[config.mk]
export PLATFORM = sky130hd
export DESIGN_NAME = avr_alu_with_status_flags_core
export DESIGN_NICKNAME = d
export VERILOG_FILES = /design/src/design/avralu_pkg.sv /design/src/design/avralu_exec.sv /design/src/design/avr_alu_with_status_flags_core.sv
export SDC_FILE = /design/constraint.sdc
export NUM_CORES = 1
export LEC_CHECK = 0
export ABC_CLOCK_PERIOD_IN_PS = 5780
export BUFFER_PORTS_ARGS = -buffer_cell sky130_fd_sc_hd__buf_2
export CORE_MARGIN = 8
export CORE_UTILIZATION = 54
export CTS_CLUSTER_SIZE = 10
export DETAILED_ROUTE_END_ITERATION = 12
export GPL_TIMING_DRIVEN = 0
export PLACE_DENSITY = 0.74
export SLEW_MARGIN = 20
export SYNTH_ARGS = -nofsm -noshare
export SYNTH_HDL_FRONTEND = slang
export SYNTH_SLANG_ARGS = --single-unit
export TNS_END_PERCENT = 1
[constraint.sdc]
create_clock -name clk -period 5.78 [get_ports clk]
set_input_delay 0.289 -clock clk [delete_from_list [all_inputs] [get_ports clk]]
set_output_delay 0.289 -clock clk [all_outputs]
set_load 0.02 [all_outputs]
[src/design/avralu_pkg.sv]
// avralu_pkg: operation codes, status bit positions and the flag-group
// masks shared by the AVR ALU core and its execution unit.
// No dependencies.
package avralu_pkg;

    // operation codes as carried in the operation field
    typedef enum logic [4:0] {
        OP_ADD  = 5'd0,
        OP_ADC  = 5'd1,
        OP_SUB  = 5'd2,
        OP_SBC  = 5'd3,
        OP_AND  = 5'd4,
        OP_OR   = 5'd5,
        OP_EOR  = 5'd6,
        OP_COM  = 5'd7,
        OP_NEG  = 5'd8,
        OP_INC  = 5'd9,
        OP_DEC  = 5'd10,
        OP_TST  = 5'd11,
        OP_CLR  = 5'd12,
        OP_SER  = 5'd13,
        OP_CBR  = 5'd14,
        OP_ADIW = 5'd15,
        OP_SBIW = 5'd16
    } op_t;

    localparam int unsigned OP_W     = 5;
    localparam int unsigned BYTE_W   = 8;
    localparam int unsigned IMM6_W   = 6;

    // status register bit positions
    localparam int unsigned FLAG_C = 0;
    localparam int unsigned FLAG_Z = 1;
    localparam int unsigned FLAG_N = 2;
    localparam int unsigned FLAG_V = 3;
    localparam int unsigned FLAG_S = 4;
    localparam int unsigned FLAG_H = 5;

    // flag groups that each class of operation rewrites
    localparam logic [7:0] M_ARITH = 8'b0011_1111;
    localparam logic [7:0] M_LOGIC = 8'b0001_1110;
    localparam logic [7:0] M_WORD  = 8'b0001_1111;
    localparam logic [7:0] M_CARRY = 8'b0000_0001;
    localparam logic [7:0] M_NONE  = 8'b0000_0000;

    // one decoded item as held in the input register
    typedef struct packed {
        op_t        operation;
        logic [7:0] dest_value;
        logic [7:0] source_value;
        logic [7:0] dest_high;
    } alu_item_t;

    // one finished result
    typedef struct packed {
        logic [7:0] status_out;
        logic [7:0] result_high;
        logic [7:0] result_low;
    } alu_result_t;

endpackage

[src/design/avralu_exec.sv]
// avralu_exec: combinational execution of one AVR ALU operation,
// producing the result bytes and the next status register value.
// Depends on avralu_pkg.
module avralu_exec (
    input  avralu_pkg::alu_item_t   item,
    input  logic [7:0]              status_in,
    output avralu_pkg::alu_result_t result
);

    logic [7:0]  lo;
    logic [7:0]  hi;
    logic [7:0]  fl;
    logic [7:0]  mask;
    logic [8:0]  sum9;
    logic [15:0] word_in;
    logic [15:0] word_k;
    logic [15:0] word_r;
    logic        cin;
    logic        d3, s3, r3, d7, s7, r7;
    logic        v_bit, h_bit, c_bit, n_bit, z_bit, h7, r15;
    logic [7:0]  d;
    logic [7:0]  s;

    // operation decode, result and flag computation
    always_comb
    begin
        d       = item.dest_value;
        s       = item.source_value;
        cin     = status_in[avralu_pkg::FLAG_C];
        lo      = d;
        hi      = 8'h00;
        fl      = 8'h00;
        mask    = avralu_pkg::M_NONE;
        sum9    = 9'd0;
        word_in = {item.dest_high, d};
        word_k  = {{(16 - avralu_pkg::IMM6_W){1'b0}}, s[avralu_pkg::IMM6_W-1:0]};
        word_r  = 16'h0000;
        v_bit   = 1'b0;
        h_bit   = 1'b0;
        c_bit   = 1'b0;
        h7      = item.dest_high[7];
        r15     = 1'b0;

        case (item.operation)
            avralu_pkg::OP_ADD, avralu_pkg::OP_ADC:
            begin
                sum9 = {1'b0, d} + {1'b0, s}
                     + {8'd0, (item.operation == avralu_pkg::OP_ADC) & cin};
                lo   = sum9[7:0];
                mask = avralu_pkg::M_ARITH;
            end
            avralu_pkg::OP_SUB, avralu_pkg::OP_SBC:
            begin
                sum9 = {1'b0, d} - {1'b0, s}
                     - {8'd0, (item.operation == avralu_pkg::OP_SBC) & cin};
                lo   = sum9[7:0];
                mask = avralu_pkg::M_ARITH;
            end
            avralu_pkg::OP_AND:
            begin
                lo   = d & s;
                mask = avralu_pkg::M_LOGIC;
            end
            avralu_pkg::OP_OR:
            begin
                lo   = d | s;
                mask = avralu_pkg::M_LOGIC;
            end
            avralu_pkg::OP_EOR:
            begin
                lo   = d ^ s;
                mask = avralu_pkg::M_LOGIC;
            end
            avralu_pkg::OP_COM:
            begin
                lo   = ~d;
                mask = avralu_pkg::M_LOGIC | avralu_pkg::M_CARRY;
            end
            avralu_pkg::OP_NEG:
            begin
                lo   = 8'h00 - d;
                mask = avralu_pkg::M_ARITH;
            end
            avralu_pkg::OP_INC:
            begin
                lo   = d + 8'h01;
                mask = avralu_pkg::M_LOGIC;
            end
            avralu_pkg::OP_DEC:
            begin
                lo   = d - 8'h01;
                mask = avralu_pkg::M_LOGIC;
            end
            avralu_pkg::OP_TST:
            begin
                lo   = d;
                mask = avralu_pkg::M_LOGIC;
            end
            avralu_pkg::OP_CLR:
            begin
                lo   = 8'h00;
                mask = avralu_pkg::M_LOGIC;
            end
            avralu_pkg::OP_SER:
            begin
                lo   = 8'hFF;
                mask = avralu_pkg::M_NONE;
            end
            avralu_pkg::OP_CBR:
            begin
                lo   = d & ~s;
                mask = avralu_pkg::M_LOGIC;
            end
            avralu_pkg::OP_ADIW:
            begin
                word_r = word_in + word_k;
                lo     = word_r[7:0];
                hi     = word_r[15:8];
                mask   = avralu_pkg::M_WORD;
            end
            avralu_pkg::OP_SBIW:
            begin
                word_r = word_in - word_k;
                lo     = word_r[7:0];
                hi     = word_r[15:8];
                mask   = avralu_pkg::M_WORD;
            end
            default:
            begin
                lo   = d;
                mask = avralu_pkg::M_NONE;
            end
        endcase

        d3 = d[3];
        s3 = s[3];
        r3 = lo[3];
        d7 = d[7];
        s7 = s[7];
        r7 = lo[7];
        n_bit = r7;
        z_bit = (lo == 8'h00);

        // carry, half carry and overflow per operation class
        case (item.operation)
            avralu_pkg::OP_ADD, avralu_pkg::OP_ADC:
            begin
                h_bit = (d3 & s3) | (s3 & ~r3) | (~r3 & d3);
                v_bit = (d7 & s7 & ~r7) | (~d7 & ~s7 & r7);
                c_bit = (d7 & s7) | (s7 & ~r7) | (~r7 & d7);
            end
            avralu_pkg::OP_SUB, avralu_pkg::OP_SBC:
            begin
                h_bit = (~d3 & s3) | (s3 & r3) | (r3 & ~d3);
                v_bit = (d7 & ~s7 & ~r7) | (~d7 & s7 & r7);
                c_bit = (~d7 & s7) | (s7 & r7) | (r7 & ~d7);
                // zero chains across a multi-byte subtract with carry
                if (item.operation == avralu_pkg::OP_SBC)
                begin
                    z_bit = z_bit & status_in[avralu_pkg::FLAG_Z];
                end
            end
            avralu_pkg::OP_COM:
            begin
                c_bit = 1'b1;
            end
            avralu_pkg::OP_NEG:
            begin
                h_bit = r3 | d3;
                v_bit = (lo == 8'h80);
                c_bit = (lo != 8'h00);
            end
            avralu_pkg::OP_INC:
            begin
                v_bit = (lo == 8'h80);
            end
            avralu_pkg::OP_DEC:
            begin
                v_bit = (lo == 8'h7F);
            end
            avralu_pkg::OP_ADIW, avralu_pkg::OP_SBIW:
            begin
                r15   = word_r[15];
                n_bit = r15;
                z_bit = (word_r == 16'h0000);
                if (item.operation == avralu_pkg::OP_SBIW)
                begin
                    v_bit = h7 & ~r15;
                    c_bit = r15 & ~h7;
                end
                else
                begin
                    v_bit = ~h7 & r15;
                    c_bit = ~r15 & h7;
                end
            end
            default:
            begin
                v_bit = 1'b0;
            end
        endcase

        fl[avralu_pkg::FLAG_C] = c_bit;
        fl[avralu_pkg::FLAG_Z] = z_bit;
        fl[avralu_pkg::FLAG_N] = n_bit;
        fl[avralu_pkg::FLAG_V] = v_bit;
        fl[avralu_pkg::FLAG_S] = n_bit ^ v_bit;
        fl[avralu_pkg::FLAG_H] = h_bit;

        result.result_low  = lo;
        result.result_high = hi;
        result.status_out  = (status_in & ~mask) | (fl & mask);
    end

endmodule

[src/design/avr_alu_with_status_flags_core.sv]
// avr_alu_with_status_flags_core: 8-bit AVR ALU with a kept status register,
// input register, execution unit and result register on stream channels.
// Depends on avralu_pkg and avralu_exec.
//
//  channel | direction | contents
//  --------+-----------+---------------------------------------------------
//  s_axis  | in        | one operation with its operand bytes per item
//  m_axis  | out       | result bytes and updated status, one per item
//
// One item per cycle sustained while the output is not stalled; an accepted
// item is loaded into the input register and then, once the result register
// can take it, into the result register, where its result becomes valid.
// The status register is written in the same cycle as the result register,
// so each item sees the status left by the one before it.
// Reset clears the status register and both valid bits.
// A stalled output holds the result; the input register can still take one
// item while the result register is full, then holds until that drains.
module avr_alu_with_status_flags_core (
    input  logic        clk,
    input  logic        rst_n,
    input  logic        s_tvalid,
    output logic        s_tready,
    // [4:0] operation, [12:5] dest_value, [20:13] source_value,
    // [28:21] dest_high, [31:29] zero
    input  logic [31:0] s_tdata,
    output logic        m_tvalid,
    input  logic        m_tready,
    // [7:0] result_low, [15:8] result_high, [23:16] status_out
    output logic [23:0] m_tdata
);

    avralu_pkg::alu_item_t   item_reg;
    avralu_pkg::alu_item_t   item_next;
    logic                    item_valid_reg;
    avralu_pkg::alu_result_t result_reg;
    avralu_pkg::alu_result_t exec_result;
    logic                    result_valid_reg;
    logic [7:0]              status_reg;
    logic                    advance;
    logic                    in_fire;

    // handshake and field unpacking
    assign advance  = item_valid_reg & (~result_valid_reg | m_tready);
    assign s_tready = ~item_valid_reg | advance;
    assign in_fire  = s_tvalid & s_tready;

    always_comb
    begin
        item_next.operation    = avralu_pkg::op_t'(s_tdata[4:0]);
        item_next.dest_value   = s_tdata[12:5];
        item_next.source_value = s_tdata[20:13];
        item_next.dest_high    = s_tdata[28:21];
    end

    // input register
    always_ff @(posedge clk or negedge rst_n)
    begin
        if (!rst_n)
        begin
            item_valid_reg <= 1'b0;
        end
        else if (s_tready)
        begin
            item_valid_reg <= s_tvalid;
        end
    end

    always_ff @(posedge clk)
    begin
        if (in_fire)
        begin
            item_reg <= item_next;
        end
    end

    // execution unit
    avralu_exec u_exec (
        .item      (item_reg),
        .status_in (status_reg),
        .result    (exec_result)
    );

    // result register and kept status
    always_ff @(posedge clk or negedge rst_n)
    begin
        if (!rst_n)
        begin
            result_valid_reg <= 1'b0;
            status_reg       <= 8'h00;
        end
        else
        begin
            if (advance)
            begin
                result_valid_reg <= 1'b1;
                status_reg       <= exec_result.status_out;
            end
            else if (m_tready)
            begin
                result_valid_reg <= 1'b0;
            end
        end
    end

    always_ff @(posedge clk)
    begin
        if (advance)
        begin
            result_reg <= exec_result;
        end
    end

    assign m_tvalid = result_valid_reg;
    assign m_tdata  = result_reg;

    // status only moves when an item reaches the result register
    a_status_hold: assert property (@(posedge clk) disable iff (!rst_n)
        (m_tvalid && !m_tready) |=> $stable(status_reg))
        else $error("status changed while result stalled");

    // reported status matches the kept status
    a_status_match: assert property (@(posedge clk) disable iff (!rst_n)
        m_tvalid |-> (m_tdata[23:16] == status_reg))
        else $error("output status differs from status register");

    // upper status bits are never set
    a_status_upper: assert property (@(posedge clk) disable iff (!rst_n)
        status_reg[7:6] == 2'b00)
        else $error("unused status bits set");

    // an executed item always shows up as a valid result
    a_advance_valid: assert property (@(posedge clk) disable iff (!rst_n)
        advance |=> m_tvalid)
        else $error("executed item lost");

endmodule
### After elaboration in Yosys (flattened, before gate mapping)

Index checks and enable logic that the tools add are counted.

| storage, ports and cells | value |
|---|---|
| output and inout port bits | 26 |
| logic and storage cells | 121 |
| flip-flop bits (word level) | 63 |

| cells by class | value |
|---|---|
| equal/unequal tests | 18 |
| bitwise gates (word level) | 58 |
| add/sub/neg operators | 9 |
| reductions and logical operators | 12 |
| mux-type cells | 14 |

Operator list:

| cell | number |
|---|---|
| $pmux 8 s14 | 1 |
| $eq 5x4->1 const B | 8 |
| $pmux 16 s2 | 1 |
| $and 1x1->1 | 25 |
| $and 8x8->8 | 3 |
| $eq 5x3->1 const B | 4 |
| $pmux 6 s3 | 1 |
| $add 16x6->16 | 1 |
| $logic_not 16->1 | 1 |
| $not 8->8 | 2 |
| $or 8x8->8 | 2 |
| $pmux 8 s2 | 1 |
| $sub 16x6->16 | 1 |
| $or 1x1->1 | 13 |
| $eq 5x2->1 const B | 2 |
| $pmux 1 s5 | 2 |
| $not 1->1 | 9 |
| $add 8x1->8 | 1 |
| $add 8x1->8 const B | 1 |
| $add 8x8->8 | 1 |
| $eq 8x7->1 const B | 1 |
| $eq 8x8->1 const B | 1 |
| $logic_not 8->1 | 1 |
| $not 6->8 | 1 |
| other kinds (19) | 27 |

### Longest topological paths before layout

Gate-level depths: netlist of the first run.

| logic depth | value |
|---|---|
| depth after elaboration | 11 |
| gate-level depth with buffers | 18 |
| depth with buffers taken out | 15 |

### Cells and area by module

Synthesis of the first run repeated with hierarchy kept, for this count alone.

| second synthesis, totals | value |
|---|---|
| cell total of the unflattened synthesis | 606 |
| area total of the unflattened synthesis | 5676.7 sq um |

By module, submodules not included:

| module | area each (sq um) | cells an instance | instances | seq. area each (sq um) |
|---|---|---|---|---|
| avralu_exec | 3658.5 | 528 | 1 | 0.0 |
| avr_alu_with_status_flags_core | 2018.2 | 78 | 1 | 1841.8 |

### Least setup slack after synthesis of the first run

No wires, ideal clock.

| timing | value |
|---|---|
| kind | reg2reg |
| start | reg item_reg[27] (netlist bit) |
| end | reg result_reg (netlist bit m_tdata[16]), data pin |
| library setup time | 266 ps |
| required time | 5514 ps |
| data arrival time | 4532 ps |
| clock period less this slack | 4798 ps |
| stages on the path, launching flop included | 17 |
| path slack | 982 ps |
| cells stage by stage | edfxtp_1 buf_4 nor4b_1 nand3_1 fa_1 inv_1 ha_1 o21a_1 or3_1 and3_1 or3_1 or3_4 or4_4 nor4_4 a21oi_1 nor4b_2 nor2_1 |

RTL lines:

| element | line | RTL |
|---|---|---|
| start: declaration | avr_alu_with_status_flags_core.sv:32 | `avralu_pkg::alu_item_t item_reg;` |
| start signal: assignment | avr_alu_with_status_flags_core.sv:72 | `item_reg <= item_next;` |
| end signal: assignment | avr_alu_with_status_flags_core.sv:109 | `result_reg <= exec_result;` |
| end: declaration | avr_alu_with_status_flags_core.sv:35 | `avralu_pkg::alu_result_t result_reg;` |

==> metrics.md, run 1 <==
| Metric | Value |
|---|---|
| Post-layout util | `62.6%` |
| Placed insts | `840` |
| First-pass GRT wire length | `31.3 mm` |
| Synth Instances | `646` |
| Critical path arrival | `5.74 ns` |
| DRT Pass-1 Iters | `6` |
| Max reg flops | `29` |
| Register Area | `~1700 µm²` |
| Max Fanout on Critical Path | `10` |
| DIE HEIGHT | `119 µm` |
| Maxcap violations | `0` |
| Worst-path clk slew | `about 0.080 ns` |
| Final net count | `~800` |
| Largest net degree at the start of global routing | `30` |
| H-tree Lvls | `3` |
| Setup CP Type | `reg -> reg` |
| HPWL Detailed | `15.7 mm` |
| Worst Max-Slew Pin Slew | `between 0.9 and 1 ns` |
| Layout area overhead | `12.7%` |
| GRT Total Usage | `28.1%` |
| Worst hold margin | `between 0.09 and 0.1 ns` |
| Power Density | `228 nW/µm²` |
| CTS tree | `built` |
| Grt total ovfl | `0` |
| Avg Vias per Cell | `6.77` |
| Area of the multi-input gates | `3710 µm²` |
| IO Port Bufs | `56` |
| CTS Buffer Depth | `2` |
| Hold/Removal Path Class | `in -> reg` |
| Die X | `119 µm` |
| Hold Crit Depth | `1` |
| Asr flop ratio synth | `13.6%` |
| 1st-iter DRT viols | `slightly above 800` |
| Data required time of the worst path | `approximately 5.9 ns` |
| Post-synth EDFFs | `between 50 and 60` |
| CTS root buffer | `clkbuf_8` |
| # fillers | `slightly below 900` |
| Post-Route WL | `20.2 mm` |
| Final Hold Fails | `0` |
| Syn Std Cell Area | `5730 µm²` |
| Distinct cell type count after synthesis | `87` |
| Register area share after synthesis | `30.2%` |
| Post-CTS Setup Inserts | `0` |
| Antenna-violating nets left | `0` |
| Total number of vias | `5806` |
| Avg WL per Cell | `23.5 µm` |
| Final Skew | `between 0.015 and 0.02 ns` |
| Remaining DRCs | `0` |
| Core region area | `10300 µm²` |
| Number of clock sinks | `a little under 60` |
| Pre-CTS setup slack | `-0.250 ns` |
| Final Power | `between 1 and 1.5 mW` |
| Endpoints failing setup | `0` |
| Routability Congestion | `1.04` |
| Period utilization | `between 90% and 100%` |
| Post-route cell area | `6460 µm²` |
| Fmax achieved | `approximately 180 MHz` |
| Vias in the first global route | `5465` |
| Max VDD drop | `0.151 mV` |
| Reg2Reg Depth | `18` |
| Leakage power | `2.60 nW` |
| RSZ-0062 raised after global routing | `yes` |
| Placed inst area | `6210 µm²` |
| Worst setup margin | `0.156 ns` |
| Setup TNS Final | `0 ns` |
| Antenna violations before repair | `0` |
| Die area | `14200 µm²` |
| Status | `completed` |
| Ant. Diodes | `0` |
| Initial core utilization | `55.5%` |
| Max Slew Vio Count | `0` |
| # IOs | `62` |
| Worst setup EP type | `flop` |
| Startpoint Class | `flop` |
| Share of layout cells above drive strength 1 | `16.4%` |
| Seq cells post-synth | `59` |
| Final cell count without fillers | `around 860` |
| Warnings, synthesis | `0` |
| Row cnt | `37` |
| Syn Area/Cell | `8.88 µm²` |
| Primary FF master, synth | `edfxtp_1` |
| Final worst path period need | `5.62 ns` |
| Num CTS Buffers | `9` |
| Clk_lat worst skew | `roughly 0.36 ns` |
| Max-slew headroom | `a little under two fifths` |
-- routing by layer --
metal	GRT usage [%]	wire [µm]
met1	37.3	8190
met2	43.3	8810
met3	7.09	2480
met4	10.1	670
met5	0	0
-- layout by cell type, fill, tap and decap left out, drive strengths merged, types with 12 or more instances in the layout --
cell    instances
inv            34
a211oi         14
o21ai          32
ha             44
a31oi          14
buf            79
edfxtp         51
nand3          18
o31ai          12
clkbuf         28
nor2           44
xnor2          12
a21o           13
a21oi          41
nor3           17
nand2          42
-- Yosys cell counts (12+ instances only) --
master    count  area, µm²
nor3_1       17       85.1
a31oi_1      14       87.6
a21o_1       13       97.6
clkbuf_1     19       71.3
xnor2_1      12        105
nand2_1      42        158
a21oi_1      41        205
ha_1         44        551
o21ai_0      30        150
nand3_1      18       90.1
inv_1        32        120
buf_2        14       70.1
a211oi_1     14        105
edfxtp_1     51       1530
nor2_1       44        165
-- repair_timing --
action | CTS | global route
endpoints found under the setup margin | 7 | 6
hold buffers | 1 | 0
gates resized for setup | 2 | 2
endpoints found under the hold margin | 8 | 0
-- cell type report --
type / instances / share of cell area (%)
Inverter: 36 / 2.09
Clock buffer: 9 / 1.92
Clock inverter: 7 / 1.55
Timing Repair Buffer: 58 / 4.61
Multi-Input combinational cell: 511 / 57.4
Tap cell: 136 / 2.63
Buffer: 41 / 3.02
Sequential cell: 59 / 26.8
-- worst max-delay path, cell delays in order, from the launching register on --
cell,delay [ns]
edfxtp_1,0.34
buf_6,0.14
buf_2,0.22
clkbuf_1,0.43
buf_2,0.35
buf_2,0.32
nand4_1,0.31
inv_1,0.35
ha_1,0.31
a211oi_1,0.31
nor2_1,0.12
a221oi_1,0.34
mux2i_1,0.16
nor2b_1,0.16
a22oi_2,0.43
mux2_2,0.41
a211oi_2,0.36
nand2_1,0.13
a21o_1,0.18
-- path summary, 6_finish.rpt --
| kind | start | slack [ns] | to |
|---|---|---|---|
| max | item_reg[25] | 0.16 | m_tdata[19] |
| min | s_tdata[25] | 0.1 | item_reg[4] |
| max reg2reg | item_reg[25] | 0.16 | m_tdata[19] |
| min reg2reg | status_reg[1] | 0.50 | status_reg[1] |
| max in group asynchronous | rst_n | 5.29 | status_reg[0] |
| min in group asynchronous | rst_n | 0.32 | item_valid_reg |
-- report_power, final --
part | internal (mW) | switching, mW
sequential | 0.519 | 0.0342
combinational | 0.169 | 0.307
clock | 0.246 | 0.200
-- cell families (layout without fill, tap and decap cells) --
family                     Yosys count  count (layout)  synth area share [%]
and+or+nand+nor                    225             225                  21.8
buffers and inverters               77             151                  5.74
DFF                                 59              59                  30.2
AOI/OAI and AO/OA                  207             207                  25.9
xor gates and xnor gates            17              17                  2.60
muxes                                9               9                  1.66
adders and majority gates           51              51                  12.0
other                                1               2                0.0654
(Power assumes the default switching activity.)
==> run 2, diff against run 1 <==
--- a/config.mk
+++ b/config.mk
@@ -13,8 +13,10 @@
 export DETAILED_ROUTE_END_ITERATION = 12
 export GPL_TIMING_DRIVEN = 0
 export PLACE_DENSITY = 0.74
+export SETUP_SLACK_MARGIN = 0.05
 export SLEW_MARGIN = 20
 export SYNTH_ARGS = -nofsm -noshare
 export SYNTH_HDL_FRONTEND = slang
+export SYNTH_HIERARCHICAL = 1
 export SYNTH_SLANG_ARGS = --single-unit
 export TNS_END_PERCENT = 1
==> metrics.md, run 2 <==
| Metric | Value |
|---|---|
| Status | `completed` |
| Endpoints failing setup | `0 (unchanged)` |
| Max VDD drop | `0.187 mV (+23%)` |
| Worst Max-Slew Pin Slew | `0.863 ns (-0.0569 ns)` |
| Synth Instances | `606 (-6.2%)` |
| Hold/Removal Path Class | `in -> reg` |
| Avg WL per Cell | `22.9 µm (-2.5%)` |
| Post-layout util | `62.2% (-0.39 points)` |
| Ant. Diodes | `0 (unchanged)` |
| Register Area | `1840 µm² (+6.4%)` |
| Fmax achieved | `188 MHz (+5.9%)` |
| H-tree Lvls | `3 (unchanged)` |
| Synth cell count leaders | `edfxtp_1, ha_1, nor2_1` |
| Hold EP | `item_reg[20]` |
| Final worst path period need | `5.31 ns (-0.315 ns)` |
| Top delay family on crit path | `simple AND/OR/NAND/NOR gates` |
| Worst hold margin | `0.0963 ns (-0.00226 ns)` |
| Clk_lat worst skew | `0.37 ns (about the same)` |
| Final Skew | `0.00998 ns (-0.00537 ns)` |
| Share of layout cells above drive strength 1 | `19.6% (+3.3 points)` |
| Distinct cell type count after synthesis | `81 (-6.9%)` |
| Critical path arrival | `5.56 ns (-0.18 ns)` |
| # IOs | `62 (unchanged)` |
| Buffers & Inverters on Critical Path | `3 (-3)` |
| Area of the multi-input gates | `3510 µm² (-5.3%)` |
| Die area | `14000 µm² (-0.87%)` |
| Syn Area/Cell | `9.37 µm² (+5.5%)` |
| Hold Crit Depth | `1 (unchanged)` |
| Number of clock sinks | `63 (+6.8%)` |
| Reg-to-reg endpoint | `status_reg[0]` |
| Worst setup margin | `0.471 ns (+0.315 ns)` |
| Antenna-violating nets left | `0 (unchanged)` |
| Max stage delay on crit path | `0.53 ns (+0.10 ns)` |
| First-pass GRT wire length | `29.4 mm (-6.1%)` |
| Worst setup EP type | `flop` |
| Startpoint Class | `flop` |
| Grt total ovfl | `0 (unchanged)` |
| Data required time of the worst path | `6.03 ns (+0.13 ns)` |
| DRT Pass-1 Iters | `6 (unchanged)` |
| Max reg flops | `29 (unchanged)` |
| Top cells by area, synth | `edfxtp_1, ha_1, dfrtp_1, xnor2_1, a21oi_1` |
| Syn Std Cell Area | `5680 µm² (-1.0%)` |
| Final cell count without fillers | `818 (-4.6%)` |
| Num CTS Buffers | `9 (unchanged)` |
| Synth area leader | `edfxtp_1` |
| DIE HEIGHT | `119 µm (-0.44%)` |
| Die X | `119 µm (-0.44%)` |
| Commonest non-fill, non-tap cell in the layout | `buf_2` |
| Syn_nets | `a little under 700` |
| Setup TNS Final | `0 ns (unchanged)` |
| Asr flop ratio synth | `15.9% (+2.3 points)` |
| Power Density | `238 nW/µm² (+4.2%)` |
| Vias in the first global route | `5298 (-3.1%)` |
| Primary FF master, synth | `edfxtp_1` |
| Source of the critical timing path | `item_reg[27]` |
| Max Slew Vio Count | `0 (unchanged)` |
| Avg Vias per Cell | `6.52 (-3.8%)` |
| Final Power | `1.52 mW (+3.1%)` |
| Post-route cell area | `6390 µm² (-1.1%)` |
| Layout area overhead | `12.7% (about the same)` |
| Initial core utilization | `55.2% (-0.31 points)` |
| Worst hold start | `s_tdata[9]` |
| Leakage power | `2.58 nW (-0.86%)` |
| Commonest cells after routing, fill and taps aside | `buf_2, edfxtp_1, ha_1, nor2_1, nand2_1` |
| Final Hold Fails | `0 (unchanged)` |
| Crit path cell chain | `buf_2 -> buf_2 -> buf_2 -> nor4b_2 -> nand2_1 -> fa_1 -> ha_1 -> a211oi_1 -> xor2_1 -> o221a_2 -> a21boi_0 -> nand4_1 -> nor4_1 -> nor4b_2 -> o21ai_0 -> o32a_1 -> mux2_4` |
| Max-slew headroom | `42.4% (+4.1 points)` |
| Post-synth EDFFs | `53 (+3.9%)` |
| Largest net degree at the start of global routing | `30 (unchanged)` |
| Remaining DRCs | `0 (unchanged)` |
| Max Fanout on Critical Path | `10 (unchanged)` |
| Pre-CTS setup slack | `0.375 ns (+0.625 ns)` |
| CTS tree | `built` |
| CP max stage cell | `nor4_1` |
| Row cnt | `37 (unchanged)` |
| Antenna violations before repair | `0 (unchanged)` |
| CTS Buffer Depth | `2 (unchanged)` |
| IO Port Bufs | `58 (+3.6%)` |
| Post-CTS Setup Inserts | `0 (unchanged)` |
| Most frequent cell after synthesis | `edfxtp_1` |
| # fillers | `908 (+1.7%)` |
| RSZ-0062 raised after global routing | `no` |
| Core region area | `10300 µm² (-0.45%)` |
| Post-Route WL | `18.8 mm (-6.9%)` |
| Maxcap violations | `0 (unchanged)` |
| Worst-path clk slew | `0.07 ns (about the same)` |
| Crit-path most repeated cell | `buf_2` |
| Synth top area share | `28.0% (+1.3 points)` |
| R2r setup slk | `0.47 ns (+0.32 ns)` |
| 1st-iter DRT viols | `704 (-14%)` |
| Routability Congestion | `1.03 (-0.89%)` |
| Reg2reg start | `item_reg[27]` |
| Reg2Reg Depth | `17 (-1)` |
| Final net count | `762 (-5.1%)` |
| Setup CP Type | `reg -> reg` |
| HPWL Detailed | `14.4 mm (-7.9%)` |
| GRT Total Usage | `26.7% (-1.4 points)` |
| Period utilization | `91.8% (-5.5 points)` |
| Total number of vias | `5331 (-8.2%)` |
| Placed inst area | `6150 µm² (-0.95%)` |
| Placed insts | `801 (-4.6%)` |
| CTS root buffer | `clkbuf_8` |
| Warnings, synthesis | `6 (+6)` |
| Seq cells post-synth | `63 (+6.8%)` |
| Register area share after synthesis | `32.4% (+2.2 points)` |
==> run 2: changes by cell type after synthesis, sizes merged, moves of 6 or more <==
cell | previous run | this run
a21oi | 41 | 31
a211oi | 14 | 8
buf | 22 | 28
a21o | 13 | 3
clkbuf | 19 | 10
xnor2 | 12 | 18
o31ai | 12 | 4
o22ai | 5 | 11
==> run 2: what timing repair did <==
item,in CTS,in global routing
resized for setup,0,1
hold buffers,1,0
hold endpoints to repair,10,0
endpoints found under the setup margin,0,4
==> run 2: worst max path at each step <==
stage / to / slack (ns) / depth (start not counted)
after floorplan: status_reg[4] / 1.29 / 19
after global placement: status_reg[0] / 0.30 / 17
after detailed placement: status_reg[0] / 0.38 / 17
after CTS: status_reg[0] / 0.34 / 17
after global routing: status_reg[0] / 0.14 / 17
final: status_reg[0] / 0.47 / 17
==> run 2: cell families (layout without fill, tap and decap cells) <==
logic type,after synthesis,in the layout,synth area share (%)
AOI/OAI and AO/OA,168,168,20.8
xor gates and xnor gates,24,24,3.70
adders and majority gates,50,50,11.9
buffers and inverters,72,148,5.93
DFF,63,63,32.4
muxes,19,19,4.08
and+or+nand+nor,210,210,21.2
==> run 2: final cells by class <==
cell class,count,share of cell area [%]
flip-flops and latches,63,28.8
clock inverters,6,1.43
clock buffers,10,2.15
plain buffers,38,3.27
well taps,136,2.66
multi-input cells,471,54.9
repair buffers,60,4.77
inverters,34,2.00
==> run 2: layer usage <==
metal  GRT usage, %  routed length [µm]  share of wire, %  vias to the layer above
li1               -                   -                 -                     2427
met1           33.9                7820                42                     2537
met2           41.6                8430                45                      311
met3           7.43                1810               9.6                       56
met4           11.9                 702               3.7                        0
met5              0                   0                 0                        -
==> run 2: power by group <==
part	switching [mW]	internal, mW
registers	0.0412	0.556
logic	0.295	0.185
clock network	0.186	0.257
total	0.522	0.998
